### src/hdl/julia_escape_time_iterator_top_defines.svh
// Assertion macros for the Julia escape-time iterator
`ifndef JULIA_ESCAPE_TIME_ITERATOR_TOP_DEFINES_SVH
`define JULIA_ESCAPE_TIME_ITERATOR_TOP_DEFINES_SVH

`ifndef ASSERT_OFF
// antecedent holds in this cycle -> consequent holds in the same cycle
`define JET_ASSERT_NOW(lbl, clk, rstn, ante, cons) \
    lbl: assert property (@(posedge clk) disable iff (!rstn) (ante) |-> (cons)) \
        else $error("jet assertion failed");
// antecedent holds in this cycle -> consequent holds in the next cycle
`define JET_ASSERT_NEXT(lbl, clk, rstn, ante, cons) \
    lbl: assert property (@(posedge clk) disable iff (!rstn) (ante) |=> (cons)) \
        else $error("jet assertion failed");
`else
`define JET_ASSERT_NOW(lbl, clk, rstn, ante, cons)
`define JET_ASSERT_NEXT(lbl, clk, rstn, ante, cons)
`endif

`endif

### src/hdl/jet_pkg.sv
// Shared types, constants and saturation helpers for the Julia escape-time iterator
`timescale 1ns / 1ps
`default_nettype none

package jet_pkg;

    // Number formats
    localparam int WORD_W      = 32;
    localparam int FRAC_BITS   = 24;
    localparam int COUNT_WIDTH = 16;
    localparam int CNT_OUT_W   = 16;
    localparam int MAX_ITER_W  = 16;
    localparam int RAD_W       = 3;
    localparam int EXP_W       = 3;
    localparam int CFG_IDX_W   = 3;
    localparam int PROD_W      = 2 * WORD_W;
    localparam int ACC_W       = 2 * WORD_W - FRAC_BITS + 2;
    localparam int MAG_W       = PROD_W + 1;
    localparam int RSQ_W       = 2 * RAD_W;

    typedef logic signed [WORD_W-1:0] word_t;
    typedef logic signed [ACC_W-1:0]  acc_t;
    typedef logic signed [PROD_W-1:0] prod_t;

    // Register reset values
    localparam word_t                C_REAL_RST   = -32'sd13463717;
    localparam word_t                C_IMAG_RST   = 32'sd2617246;
    localparam logic [RAD_W-1:0]     RADIUS_RST   = 3'd2;
    localparam logic [MAX_ITER_W-1:0] MAX_ITER_RST = 16'd800;
    localparam logic [EXP_W-1:0]     EXP_RST      = 3'd3;

    // Configuration register indexes
    typedef enum logic [CFG_IDX_W-1:0] {
        REG_C_REAL   = 3'd0,
        REG_C_IMAG   = 3'd1,
        REG_RADIUS   = 3'd2,
        REG_MAX_ITER = 3'd3,
        REG_EXPONENT = 3'd4
    } reg_idx_t;

    // Controller states
    typedef enum logic [3:0] {
        ST_IDLE,
        ST_MAG_XX,
        ST_MAG_YY,
        ST_MAG_CHK,
        ST_SQ_XX,
        ST_SQ_YY,
        ST_SQ_XY,
        ST_SQ_WB,
        ST_ML_XBR,
        ST_ML_YBI,
        ST_ML_XBI,
        ST_ML_BRY,
        ST_ML_WB,
        ST_ADD_C,
        ST_FIN
    } state_t;

    // Multiplier operand pairs
    typedef enum logic [2:0] {
        MS_XX,
        MS_YY,
        MS_XY,
        MS_XBR,
        MS_YBI,
        MS_XBI,
        MS_BRY
    } mul_sel_t;

    // Real accumulator operations
    typedef enum logic [1:0] {
        RE_HOLD,
        RE_LOAD,
        RE_SUB
    } re_op_t;

    // Controller to datapath
    typedef struct packed {
        logic     load_z;
        logic     snap;
        mul_sel_t mul_sel;
        re_op_t   re_op;
        logic     im_load;
        logic     mag_load;
        logic     wb_sq;
        logic     wb_ml;
        logic     add_c;
        logic     emit;
        logic     emit_esc;
    } cmd_t;

    // Datapath to controller
    typedef struct packed {
        logic                   mag_ge;
        logic                   at_limit;
        logic                   sat;
        logic [COUNT_WIDTH-1:0] count;
    } status_t;

    // True when v does not fit a signed word
    function automatic logic ovf_word(input acc_t v);
        logic [ACC_W-WORD_W:0] top;
        top      = v[ACC_W-1:WORD_W-1];
        ovf_word = !((&top) || !(|top));
    endfunction

    // Clamp v to the signed word range
    function automatic word_t clamp_word(input acc_t v);
        word_t r;
        if (!ovf_word(v)) begin
            r = v[WORD_W-1:0];
        end else if (v[ACC_W-1]) begin
            r = {1'b1, {(WORD_W-1){1'b0}}};
        end else begin
            r = {1'b0, {(WORD_W-1){1'b1}}};
        end
        clamp_word = r;
    endfunction

endpackage

`default_nettype wire

### src/hdl/jet_ctrl.sv
// Sequencing state machine for the escape-time iteration
`timescale 1ns / 1ps
`default_nettype none

module jet_ctrl (
    input  wire                              aclk,
    input  wire                              aresetn,
    input  wire                              in_valid,
    output logic                             in_ready,
    input  wire                              out_free,
    input  wire  [jet_pkg::EXP_W-1:0]        exponent,
    input  jet_pkg::status_t                 status,
    output jet_pkg::cmd_t                    cmd
);
    import jet_pkg::*;

    state_t state_reg, state_next;
    logic   bit_reg, bit_next;
    logic   esc_reg, esc_next;
    logic   bit_set;

    // exponent bit under test in the power loop
    assign bit_set = bit_reg ? exponent[1] : exponent[0];

    // State registers
    always_ff @(posedge aclk) begin
        if (!aresetn) begin
            state_reg <= ST_IDLE;
            bit_reg   <= 1'b0;
            esc_reg   <= 1'b0;
        end else begin
            state_reg <= state_next;
            bit_reg   <= bit_next;
            esc_reg   <= esc_next;
        end
    end

    // Next state
    always_comb begin
        state_next = state_reg;
        bit_next   = bit_reg;
        esc_next   = esc_reg;
        case (state_reg)
            ST_IDLE: begin
                if (in_valid) begin
                    state_next = ST_MAG_XX;
                end
            end
            ST_MAG_XX:  state_next = ST_MAG_YY;
            ST_MAG_YY:  state_next = ST_MAG_CHK;
            ST_MAG_CHK: begin
                if (status.mag_ge) begin
                    esc_next   = !status.at_limit;
                    state_next = ST_FIN;
                end else if (status.at_limit) begin
                    esc_next   = 1'b0;
                    state_next = ST_FIN;
                end else if (exponent[2] || exponent[1]) begin
                    // first square reuses the magnitude products
                    bit_next   = exponent[2];
                    state_next = ST_SQ_WB;
                end else begin
                    state_next = ST_ADD_C;
                end
            end
            ST_SQ_XX: state_next = ST_SQ_YY;
            ST_SQ_YY: state_next = ST_SQ_XY;
            ST_SQ_XY: state_next = ST_SQ_WB;
            ST_SQ_WB: begin
                if (bit_set) begin
                    state_next = ST_ML_XBR;
                end else if (!bit_reg) begin
                    state_next = ST_ADD_C;
                end else begin
                    bit_next   = 1'b0;
                    state_next = ST_SQ_XX;
                end
            end
            ST_ML_XBR: state_next = ST_ML_YBI;
            ST_ML_YBI: state_next = ST_ML_XBI;
            ST_ML_XBI: state_next = ST_ML_BRY;
            ST_ML_BRY: state_next = ST_ML_WB;
            ST_ML_WB: begin
                if (!bit_reg) begin
                    state_next = ST_ADD_C;
                end else begin
                    bit_next   = 1'b0;
                    state_next = ST_SQ_XX;
                end
            end
            ST_ADD_C: begin
                if (status.sat) begin
                    esc_next   = 1'b1;
                    state_next = ST_FIN;
                end else begin
                    state_next = ST_MAG_XX;
                end
            end
            ST_FIN: begin
                if (out_free) begin
                    state_next = ST_IDLE;
                end
            end
            default: state_next = ST_IDLE;
        endcase
    end

    // Command outputs
    always_comb begin
        in_ready     = 1'b0;
        cmd          = '0;
        cmd.mul_sel  = MS_XX;
        cmd.re_op    = RE_HOLD;
        cmd.emit_esc = esc_reg;
        case (state_reg)
            ST_IDLE: begin
                in_ready   = 1'b1;
                cmd.load_z = in_valid;
            end
            ST_MAG_XX: begin
                cmd.snap    = 1'b1;
                cmd.mul_sel = MS_XX;
            end
            ST_MAG_YY: begin
                cmd.mul_sel  = MS_YY;
                cmd.mag_load = 1'b1;
                cmd.re_op    = RE_LOAD;
            end
            ST_MAG_CHK: begin
                cmd.mul_sel = MS_XY;
                cmd.re_op   = RE_SUB;
            end
            ST_SQ_XX: cmd.mul_sel = MS_XX;
            ST_SQ_YY: begin
                cmd.mul_sel = MS_YY;
                cmd.re_op   = RE_LOAD;
            end
            ST_SQ_XY: begin
                cmd.mul_sel = MS_XY;
                cmd.re_op   = RE_SUB;
            end
            ST_SQ_WB:  cmd.wb_sq = 1'b1;
            ST_ML_XBR: cmd.mul_sel = MS_XBR;
            ST_ML_YBI: begin
                cmd.mul_sel = MS_YBI;
                cmd.re_op   = RE_LOAD;
            end
            ST_ML_XBI: begin
                cmd.mul_sel = MS_XBI;
                cmd.re_op   = RE_SUB;
            end
            ST_ML_BRY: begin
                cmd.mul_sel = MS_BRY;
                cmd.im_load = 1'b1;
            end
            ST_ML_WB: cmd.wb_ml = 1'b1;
            ST_ADD_C: cmd.add_c = 1'b1;
            ST_FIN:   cmd.emit  = out_free;
            default: begin
                in_ready = 1'b0;
            end
        endcase
    end

endmodule

`default_nettype wire

### src/hdl/jet_dp.sv
// Datapath: working point, shared multiplier, accumulators, magnitude test, counter
`timescale 1ns / 1ps
`default_nettype none

module jet_dp (
    input  wire                              aclk,
    input  jet_pkg::cmd_t                    cmd,
    input  jet_pkg::word_t                   start_real,
    input  jet_pkg::word_t                   start_imag,
    input  jet_pkg::word_t                   c_real,
    input  jet_pkg::word_t                   c_imag,
    input  wire  [jet_pkg::RAD_W-1:0]        escape_radius,
    input  wire  [jet_pkg::MAX_ITER_W-1:0]   max_iterations,
    output jet_pkg::status_t                 status
);
    import jet_pkg::*;

    word_t                  x_reg, y_reg, br_reg, bi_reg;
    word_t                  mul_a, mul_b;
    prod_t                  prod_reg, prod_next;
    acc_t                   acc_re_reg, acc_im_reg;
    logic [PROD_W-1:0]      mag_reg;
    logic [COUNT_WIDTH-1:0] count_reg;
    logic                   sat_reg;
    acc_t                   prod_fr, prod_fr1, im_sum, sum_x, sum_y;
    logic [MAG_W-1:0]       mag_sum, bound;
    logic [RSQ_W-1:0]       rsq;
    logic [COUNT_WIDTH-1:0] limit;
    logic                   add_ovf;

    // Operand select for the shared multiplier
    always_comb begin
        case (cmd.mul_sel)
            MS_XX: begin
                mul_a = x_reg;
                mul_b = x_reg;
            end
            MS_YY: begin
                mul_a = y_reg;
                mul_b = y_reg;
            end
            MS_XY: begin
                mul_a = x_reg;
                mul_b = y_reg;
            end
            MS_XBR: begin
                mul_a = x_reg;
                mul_b = br_reg;
            end
            MS_YBI: begin
                mul_a = y_reg;
                mul_b = bi_reg;
            end
            MS_XBI: begin
                mul_a = x_reg;
                mul_b = bi_reg;
            end
            MS_BRY: begin
                mul_a = br_reg;
                mul_b = y_reg;
            end
            default: begin
                mul_a = x_reg;
                mul_b = x_reg;
            end
        endcase
    end

    assign prod_next = PROD_W'(mul_a) * PROD_W'(mul_b);

    // Product rounded down to the fixed-point grid; imaginary square takes 2xy
    assign prod_fr  = acc_t'(prod_reg >>> FRAC_BITS);
    assign prod_fr1 = acc_t'(prod_reg >>> (FRAC_BITS - 1));
    assign im_sum   = acc_im_reg + prod_fr;

    // Adding the constant
    assign sum_x   = acc_t'(x_reg) + acc_t'(c_real);
    assign sum_y   = acc_t'(y_reg) + acc_t'(c_imag);
    assign add_ovf = ovf_word(sum_x) || ovf_word(sum_y);

    // Exact magnitude against radius squared
    assign rsq     = RSQ_W'(escape_radius) * RSQ_W'(escape_radius);
    assign bound   = MAG_W'(rsq) << (2 * FRAC_BITS);
    assign mag_sum = {1'b0, mag_reg} + {1'b0, prod_reg};
    assign limit   = COUNT_WIDTH'(max_iterations);

    assign status.mag_ge   = (mag_sum >= bound);
    assign status.at_limit = (count_reg >= limit);
    assign status.sat      = sat_reg || (cmd.add_c && add_ovf);
    assign status.count    = count_reg;

    // Multiplier output register
    always_ff @(posedge aclk) begin
        prod_reg <= prod_next;
    end

    // Accumulators and magnitude partial sum
    always_ff @(posedge aclk) begin
        case (cmd.re_op)
            RE_LOAD: acc_re_reg <= prod_fr;
            RE_SUB:  acc_re_reg <= acc_re_reg - prod_fr;
            default: acc_re_reg <= acc_re_reg;
        endcase
        if (cmd.im_load) begin
            acc_im_reg <= prod_fr;
        end
        if (cmd.mag_load) begin
            mag_reg <= prod_reg;
        end
    end

    // Working point, power-step base, counter and saturation flag
    always_ff @(posedge aclk) begin
        if (cmd.load_z) begin
            x_reg     <= start_real;
            y_reg     <= start_imag;
            count_reg <= '0;
            sat_reg   <= 1'b0;
        end else if (cmd.wb_sq) begin
            x_reg   <= clamp_word(acc_re_reg);
            y_reg   <= clamp_word(prod_fr1);
            sat_reg <= sat_reg || ovf_word(acc_re_reg) || ovf_word(prod_fr1);
        end else if (cmd.wb_ml) begin
            x_reg   <= clamp_word(acc_re_reg);
            y_reg   <= clamp_word(im_sum);
            sat_reg <= sat_reg || ovf_word(acc_re_reg) || ovf_word(im_sum);
        end else if (cmd.add_c) begin
            x_reg     <= clamp_word(sum_x);
            y_reg     <= clamp_word(sum_y);
            sat_reg   <= sat_reg || add_ovf;
            count_reg <= count_reg + 1'b1;
        end
        if (cmd.snap) begin
            br_reg <= x_reg;
            bi_reg <= y_reg;
        end
    end

endmodule

`default_nettype wire

### src/hdl/julia_escape_time_iterator_top.sv
// Julia escape-time iterator: top level with register file and result register
//
// Input channel (s_*): one beat carries a starting point, signed Q8.24.
// Result channel (m_*): one beat per input, iteration count and escaped flag.
// Configuration channel (cfg_*): index and data; always ready. The user must write it
// only while the block is idle; the block itself does not enforce this.
// Each iteration z = z^p + c (z + c at exponent 0) runs on one shared 32x32
// multiplier, one product per cycle, in order: the magnitude test, the first
// square (on the magnitude products), each further square, each multiply by
// the base where the exponent bit is set, and the addition of c.
// One point is in work at a time; the next input beat is taken once the
// result sits in the output register, even while that result is stalled.
// A result waits in the output register as long as m_ready stays low.
// Reset (aresetn low, synchronous) empties the block and returns all
// configuration registers to their default values.
`timescale 1ns / 1ps
`default_nettype none
`include "julia_escape_time_iterator_top_defines.svh"

module julia_escape_time_iterator_top (
    input  wire                              aclk,
    input  wire                              aresetn,
    input  wire                              s_valid,
    output logic                             s_ready,
    input  jet_pkg::word_t                   s_start_real,
    input  jet_pkg::word_t                   s_start_imag,
    output logic                             m_valid,
    input  wire                              m_ready,
    output logic [jet_pkg::CNT_OUT_W-1:0]    m_iteration_count,
    output logic                             m_escaped,
    input  wire                              cfg_valid,
    output logic                             cfg_ready,
    input  wire  [jet_pkg::CFG_IDX_W-1:0]    cfg_index,
    input  wire  [jet_pkg::WORD_W-1:0]       cfg_data
);
    import jet_pkg::*;

    word_t                  c_real_reg, c_imag_reg;
    logic [RAD_W-1:0]       radius_reg;
    logic [MAX_ITER_W-1:0]  max_iter_reg;
    logic [EXP_W-1:0]       exponent_reg;
    logic                   m_valid_reg;
    logic [CNT_OUT_W-1:0]   m_count_reg;
    logic                   m_esc_reg;
    logic                   out_free;
    cmd_t                   cmd;
    status_t                status;

    assign cfg_ready = 1'b1;

    // Configuration registers
    always_ff @(posedge aclk) begin
        if (!aresetn) begin
            c_real_reg   <= C_REAL_RST;
            c_imag_reg   <= C_IMAG_RST;
            radius_reg   <= RADIUS_RST;
            max_iter_reg <= MAX_ITER_RST;
            exponent_reg <= EXP_RST;
        end else if (cfg_valid) begin
            case (cfg_index)
                REG_C_REAL:   c_real_reg   <= cfg_data;
                REG_C_IMAG:   c_imag_reg   <= cfg_data;
                REG_RADIUS:   radius_reg   <= cfg_data[RAD_W-1:0];
                REG_MAX_ITER: max_iter_reg <= cfg_data[MAX_ITER_W-1:0];
                REG_EXPONENT: exponent_reg <= cfg_data[EXP_W-1:0];
                default: ;
            endcase
        end
    end

    // Output register frees the datapath while a result is stalled
    assign out_free = !m_valid_reg || m_ready;

    always_ff @(posedge aclk) begin
        if (!aresetn) begin
            m_valid_reg <= 1'b0;
        end else if (cmd.emit) begin
            m_valid_reg <= 1'b1;
        end else if (m_ready) begin
            m_valid_reg <= 1'b0;
        end
    end

    always_ff @(posedge aclk) begin
        if (cmd.emit) begin
            m_count_reg <= CNT_OUT_W'(status.count);
            m_esc_reg   <= cmd.emit_esc;
        end
    end

    assign m_valid           = m_valid_reg;
    assign m_iteration_count = m_count_reg;
    assign m_escaped         = m_esc_reg;

    // Controller
    jet_ctrl u_ctrl (
        .aclk     (aclk),
        .aresetn  (aresetn),
        .in_valid (s_valid),
        .in_ready (s_ready),
        .out_free (out_free),
        .exponent (exponent_reg),
        .status   (status),
        .cmd      (cmd)
    );

    // Datapath
    jet_dp u_dp (
        .aclk           (aclk),
        .cmd            (cmd),
        .start_real     (s_start_real),
        .start_imag     (s_start_imag),
        .c_real         (c_real_reg),
        .c_imag         (c_imag_reg),
        .escape_radius  (radius_reg),
        .max_iterations (max_iter_reg),
        .status         (status)
    );

    // A result is only written into a free output register
    `JET_ASSERT_NOW(a_emit_free, aclk, aresetn, cmd.emit, (!m_valid_reg || m_ready))
    // One point at a time: input closes right after a beat
    `JET_ASSERT_NEXT(a_busy_after_in, aclk, aresetn, s_valid && s_ready, !s_ready)
    // A new point starts with the counter at zero
    `JET_ASSERT_NEXT(a_count_clear, aclk, aresetn, s_valid && s_ready, status.count == '0)

endmodule

`default_nettype wire

### config.mk
export PLATFORM = sky130hd
export DESIGN_NAME = julia_escape_time_iterator_top
export DESIGN_NICKNAME = d
export VERILOG_FILES = /design/src/hdl/jet_pkg.sv /design/src/hdl/jet_ctrl.sv /design/src/hdl/jet_dp.sv /design/src/hdl/julia_escape_time_iterator_top.sv
export VERILOG_INCLUDE_DIRS = /design/src /design/src/hdl
export SDC_FILE = /design/constraint.sdc
export NUM_CORES = 2
export LEC_CHECK = 0
export BUFFER_PORTS_ARGS = -buffer_cell sky130_fd_sc_hd__buf_2
export CORE_ASPECT_RATIO = 0.6
export CORE_MARGIN = 3
export CORE_UTILIZATION = 65
export CTS_CLUSTER_SIZE = 12
export DETAILED_ROUTE_END_ITERATION = 8
export PLACE_DENSITY = 0.92
export SYNTH_ARGS = -nofsm -noshare
export SYNTH_HDL_FRONTEND = slang
export SYNTH_SLANG_ARGS = --single-unit
### constraint.sdc
create_clock -name aclk -period 11.1 [get_ports aclk]
set_input_delay 1.11 -clock aclk [delete_from_list [all_inputs] [get_ports aclk]]
set_output_delay 1.11 -clock aclk [all_outputs]
set_load 0.01 [all_outputs]
==> metrics.csv <==
metric,value,unit
outcome,"complete, but fails checks",
violated_checks,design-rule violations,
crit-reg2reg-launch,u_ctrl.state_reg[1]$_SDFFE_PN0P_,
synthArstFlopShare,0,
crit_slowest_cell,sky130_fd_sc_hd__and2_1,
first_global_vias,57978,
finalCritPeriodShare,0.983,
seq_area_frac_synth,0.186,
yosys.area_share.simple,0.151,
critical_path.top_delay_family,adder cells,
netlist_area,65700,sq um
post_layout_nonfiller_instances,8750,
finalWeightedCongestion,1.19,
start_util,0.662,
fp.dieH,252,microns
final_cell_mix,"1123 x sky130_fd_sc_hd__inv_1, 1087 x sky130_fd_sc_hd__fa_1, 956 x sky130_fd_sc_hd__nand2_1, 749 x sky130_fd_sc_hd__nor2_1, 431 x sky130_fd_sc_hd__a21oi_1",
synth_fa_ha_area_frac,0.411,
finalWorstPathRequiredPeriod,10.91,ns
worst_ep_arrival_time,11.45,ns
cp_slowest_stage_delay,0.67,ns
critPathRequiredTime,11.64,ns
cts_hold_buf,0,
synth.net_count,8944,
clk_pin_slew_worst_paths,0.07,ns
layout.cells.most_common,sky130_fd_sc_hd__inv_1,
dominantRegCellSynth,sky130_fd_sc_hd__edfxtp_1,
grt_first_pass_wirelength,360,mm
finalSetupViolCount,0,
synth_top_family_by_area,adder cells,
area.growth.synth_to_final,7.10,%
post_synth_inst_count,7332,
synth_mux_area_frac,0.00396,
dieArea,105000,sq um
clk_path_buf_depth,3,
syn_area_per_cell,8.97,sq um
grt.total_usage,0.459,
max_freq,91.7,MHz
dp_hpwl,194,mm
grt_start_max_net_pins,96,
number_of_antenna_violations_at_the_first_check_in_global_routing,10,
maximum_fanout_encountered_on_the_critical_timing_path,14,
final-hold-violation-count,0,
timing_max_transition_violations_final,0,
synth_cell_type_count,89,
place_inst,8640,
min_from,u_dp.prod_reg[17]$_DFF_P_,
clock_tree.root_cell,sky130_fd_sc_hd__clkbuf_16,
final_layout_size_suffix_gt1_frac,0.0746,
tightest_slew,1.31,ns
design.portCount,124,
setup.worst_path.class,reg -> reg,
hold_path_class,reg -> reg,
type_of_destination_of_the_critical_path,flip-flop,
final_nets,9003,
synth-compound-area-share,0.133,
worst_setup_start_kind,flip-flop,
synth-warning-count,0,
overflow,0,
cts_buffers,45,
critical_path_buf_inv_count,6,
yosys_register_bits,465,
tritoncts_num_sinks,465,
placement.io_buffers,122,
dr.first_iter.drc_count,10680,
drv_cap,0,
worst_path_most_repeated_cell,sky130_fd_sc_hd__fa_1,
detail-route-antenna-nets,0,
max-slew-margin-rel,0.119,
netlist.top_cell.by_area,sky130_fd_sc_hd__fa_1,
synth_edf_count,291,
wl_per_instance,27.7,microns
route.detailed.vias_per_inst,6.74,
area_share_of_the_largest_cell_type_after_synthesis,0.331,
drt_pre_antenna_iters,9,
core_region_area,99300,sq um
yosys.area_share.xor_xnor,0.0305,
total_drc_errors_in_the_routed_layout,14,
cts_tree,built,
totalWireLength,242,mm
rsz0062_at_grt,yes,
cts.htree.levels,2,
ys_top_cells_by_area,"sky130_fd_sc_hd__fa_1 33%, sky130_fd_sc_hd__edfxtp_1 13%, sky130_fd_sc_hd__ha_1 8.0%",
std_cell_rows,89,
clkLatencyLatePin,0.62,ns
detailroute.via_count,58952,
crit_path_start,u_ctrl.state_reg[1]$_SDFFE_PN0P_,
skew,0.0503,ns
die_x,417,microns
[synth_stat cells (9+ instances only)]
cell type                   count
sky130_fd_sc_hd__a221oi_1      43
sky130_fd_sc_hd__nor3_1        88
sky130_fd_sc_hd__fa_1        1087
sky130_fd_sc_hd__edfxtp_1     291
sky130_fd_sc_hd__a311oi_1      11
sky130_fd_sc_hd__o2111ai_1     11
sky130_fd_sc_hd__o41ai_1       19
sky130_fd_sc_hd__or3_1         31
sky130_fd_sc_hd__and2_1        71
sky130_fd_sc_hd__a21oi_1      432
sky130_fd_sc_hd__nor2b_1       36
sky130_fd_sc_hd__o21bai_1      38
sky130_fd_sc_hd__buf_2         10
sky130_fd_sc_hd__nand2_1      961
sky130_fd_sc_hd__o31ai_1       19
sky130_fd_sc_hd__o21a_1        39
sky130_fd_sc_hd__a31oi_1       39
sky130_fd_sc_hd__ha_1         421
sky130_fd_sc_hd__or2_2         24
sky130_fd_sc_hd__xor2_1        74
sky130_fd_sc_hd__o22ai_1       12
sky130_fd_sc_hd__nand3_1      125
sky130_fd_sc_hd__dfxtp_1      174
sky130_fd_sc_hd__and3_1        30
sky130_fd_sc_hd__nor4_1        20
sky130_fd_sc_hd__nor2_1       756
sky130_fd_sc_hd__clkbuf_1     327
sky130_fd_sc_hd__nand4_1       71
sky130_fd_sc_hd__a211o_1       19
sky130_fd_sc_hd__nand2b_1      41
sky130_fd_sc_hd__a21boi_0      53
sky130_fd_sc_hd__a211oi_1      39
sky130_fd_sc_hd__o311ai_0      10
sky130_fd_sc_hd__o211ai_1      44
sky130_fd_sc_hd__a222oi_1      32
sky130_fd_sc_hd__a21o_1       112
sky130_fd_sc_hd__xnor2_1      155
sky130_fd_sc_hd__inv_1       1124
sky130_fd_sc_hd__a2111oi_0     14
sky130_fd_sc_hd__mux2i_1       17
sky130_fd_sc_hd__a32o_1         9
sky130_fd_sc_hd__o21ai_0      215
sky130_fd_sc_hd__buf_1         14
sky130_fd_sc_hd__a221o_1       37
[per-layer routing]
metal / track usage / part of all wire / vias up
met3: 0.264 / 0.21 / 983
li1: - / - / 24118
met2: 0.596 / 0.37 / 5447
met1: 0.621 / 0.35 / 28394
met4: 0.194 / 0.059 / 10
met5: 0.00491 / 0.00055 / -
[cell families (layout without fill, tap and decap cells)]
kind of cell,after synthesis,after routing
compound gates,1323,1325
xor+xnor,229,229
fa+ha+maj,1508,1508
buf+inv,1479,1571
flops,465,465
mux,25,25
other cells,1,5
simple gates,2302,2303
[cell type report]
class,count,area [sq um]
inverters,1126,4230
multi-input cells,5391,48500
repair buffers,362,2470
clock inverters,4,83.8
flip-flops and latches,465,12200
clock buffers,79,1270
fillers,7207,28900
diodes,4,10.0
well taps,1319,1650
[path summary, 6_finish.rpt]
check                                to  slack [ns]  depth (start not counted)
min          u_dp.mag_reg[17]$_DFFE_PP_        0.44                          0
max reg2reg   u_dp.prod_reg[62]$_DFF_P_        0.19                         32
max           u_dp.prod_reg[62]$_DFF_P_        0.19                         32
min reg2reg  u_dp.mag_reg[17]$_DFFE_PP_        0.44                          0
[worst reg2reg max path: cells and delay by family, from the launching register on]
family          cells  cell delay (ns)
buf+inv             6             1.11
simple gates        6             1.62
compound gates     10             2.95
xor+xnor            1             0.16
flops               1             0.63
fa+ha+maj           9             4.38
[through the flow]
| step | utilization | instance area (sq um) | hold slack, ns | TNS [ns] | setup slack [ns] |
|---|---|---|---|---|---|
| 2_1_floorplan | - | 65700 | 0.412 | 0 | 1.29 |
| 4_1_cts | 0.706 | 70100 | 0.435 | 0 | 0.0274 |
| 3_3_place_gp | 0.691 | 68700 | 0.418 | -0.559 | -0.356 |
| 5_1_grt | 0.709 | 70400 | 0.447 | -0.00470 | -0.00470 |
| 6_report | 0.709 | 70400 | 0.440 | 0 | 0.194 |
| 3_5_place_dp | 0.691 | 68700 | 0.424 | -1.33 | -0.550 |
[timing repair]
action	4_1_cts	5_1_grt
setup buffers	1	19
resized for setup	21	34
setup endpoints to repair	6	11
pin swaps	2	7
cloned	2	1
Power is left out: the tool's default activity adds up to more than one toggle a clock period on the data nets, which glitch-free logic cannot reach.
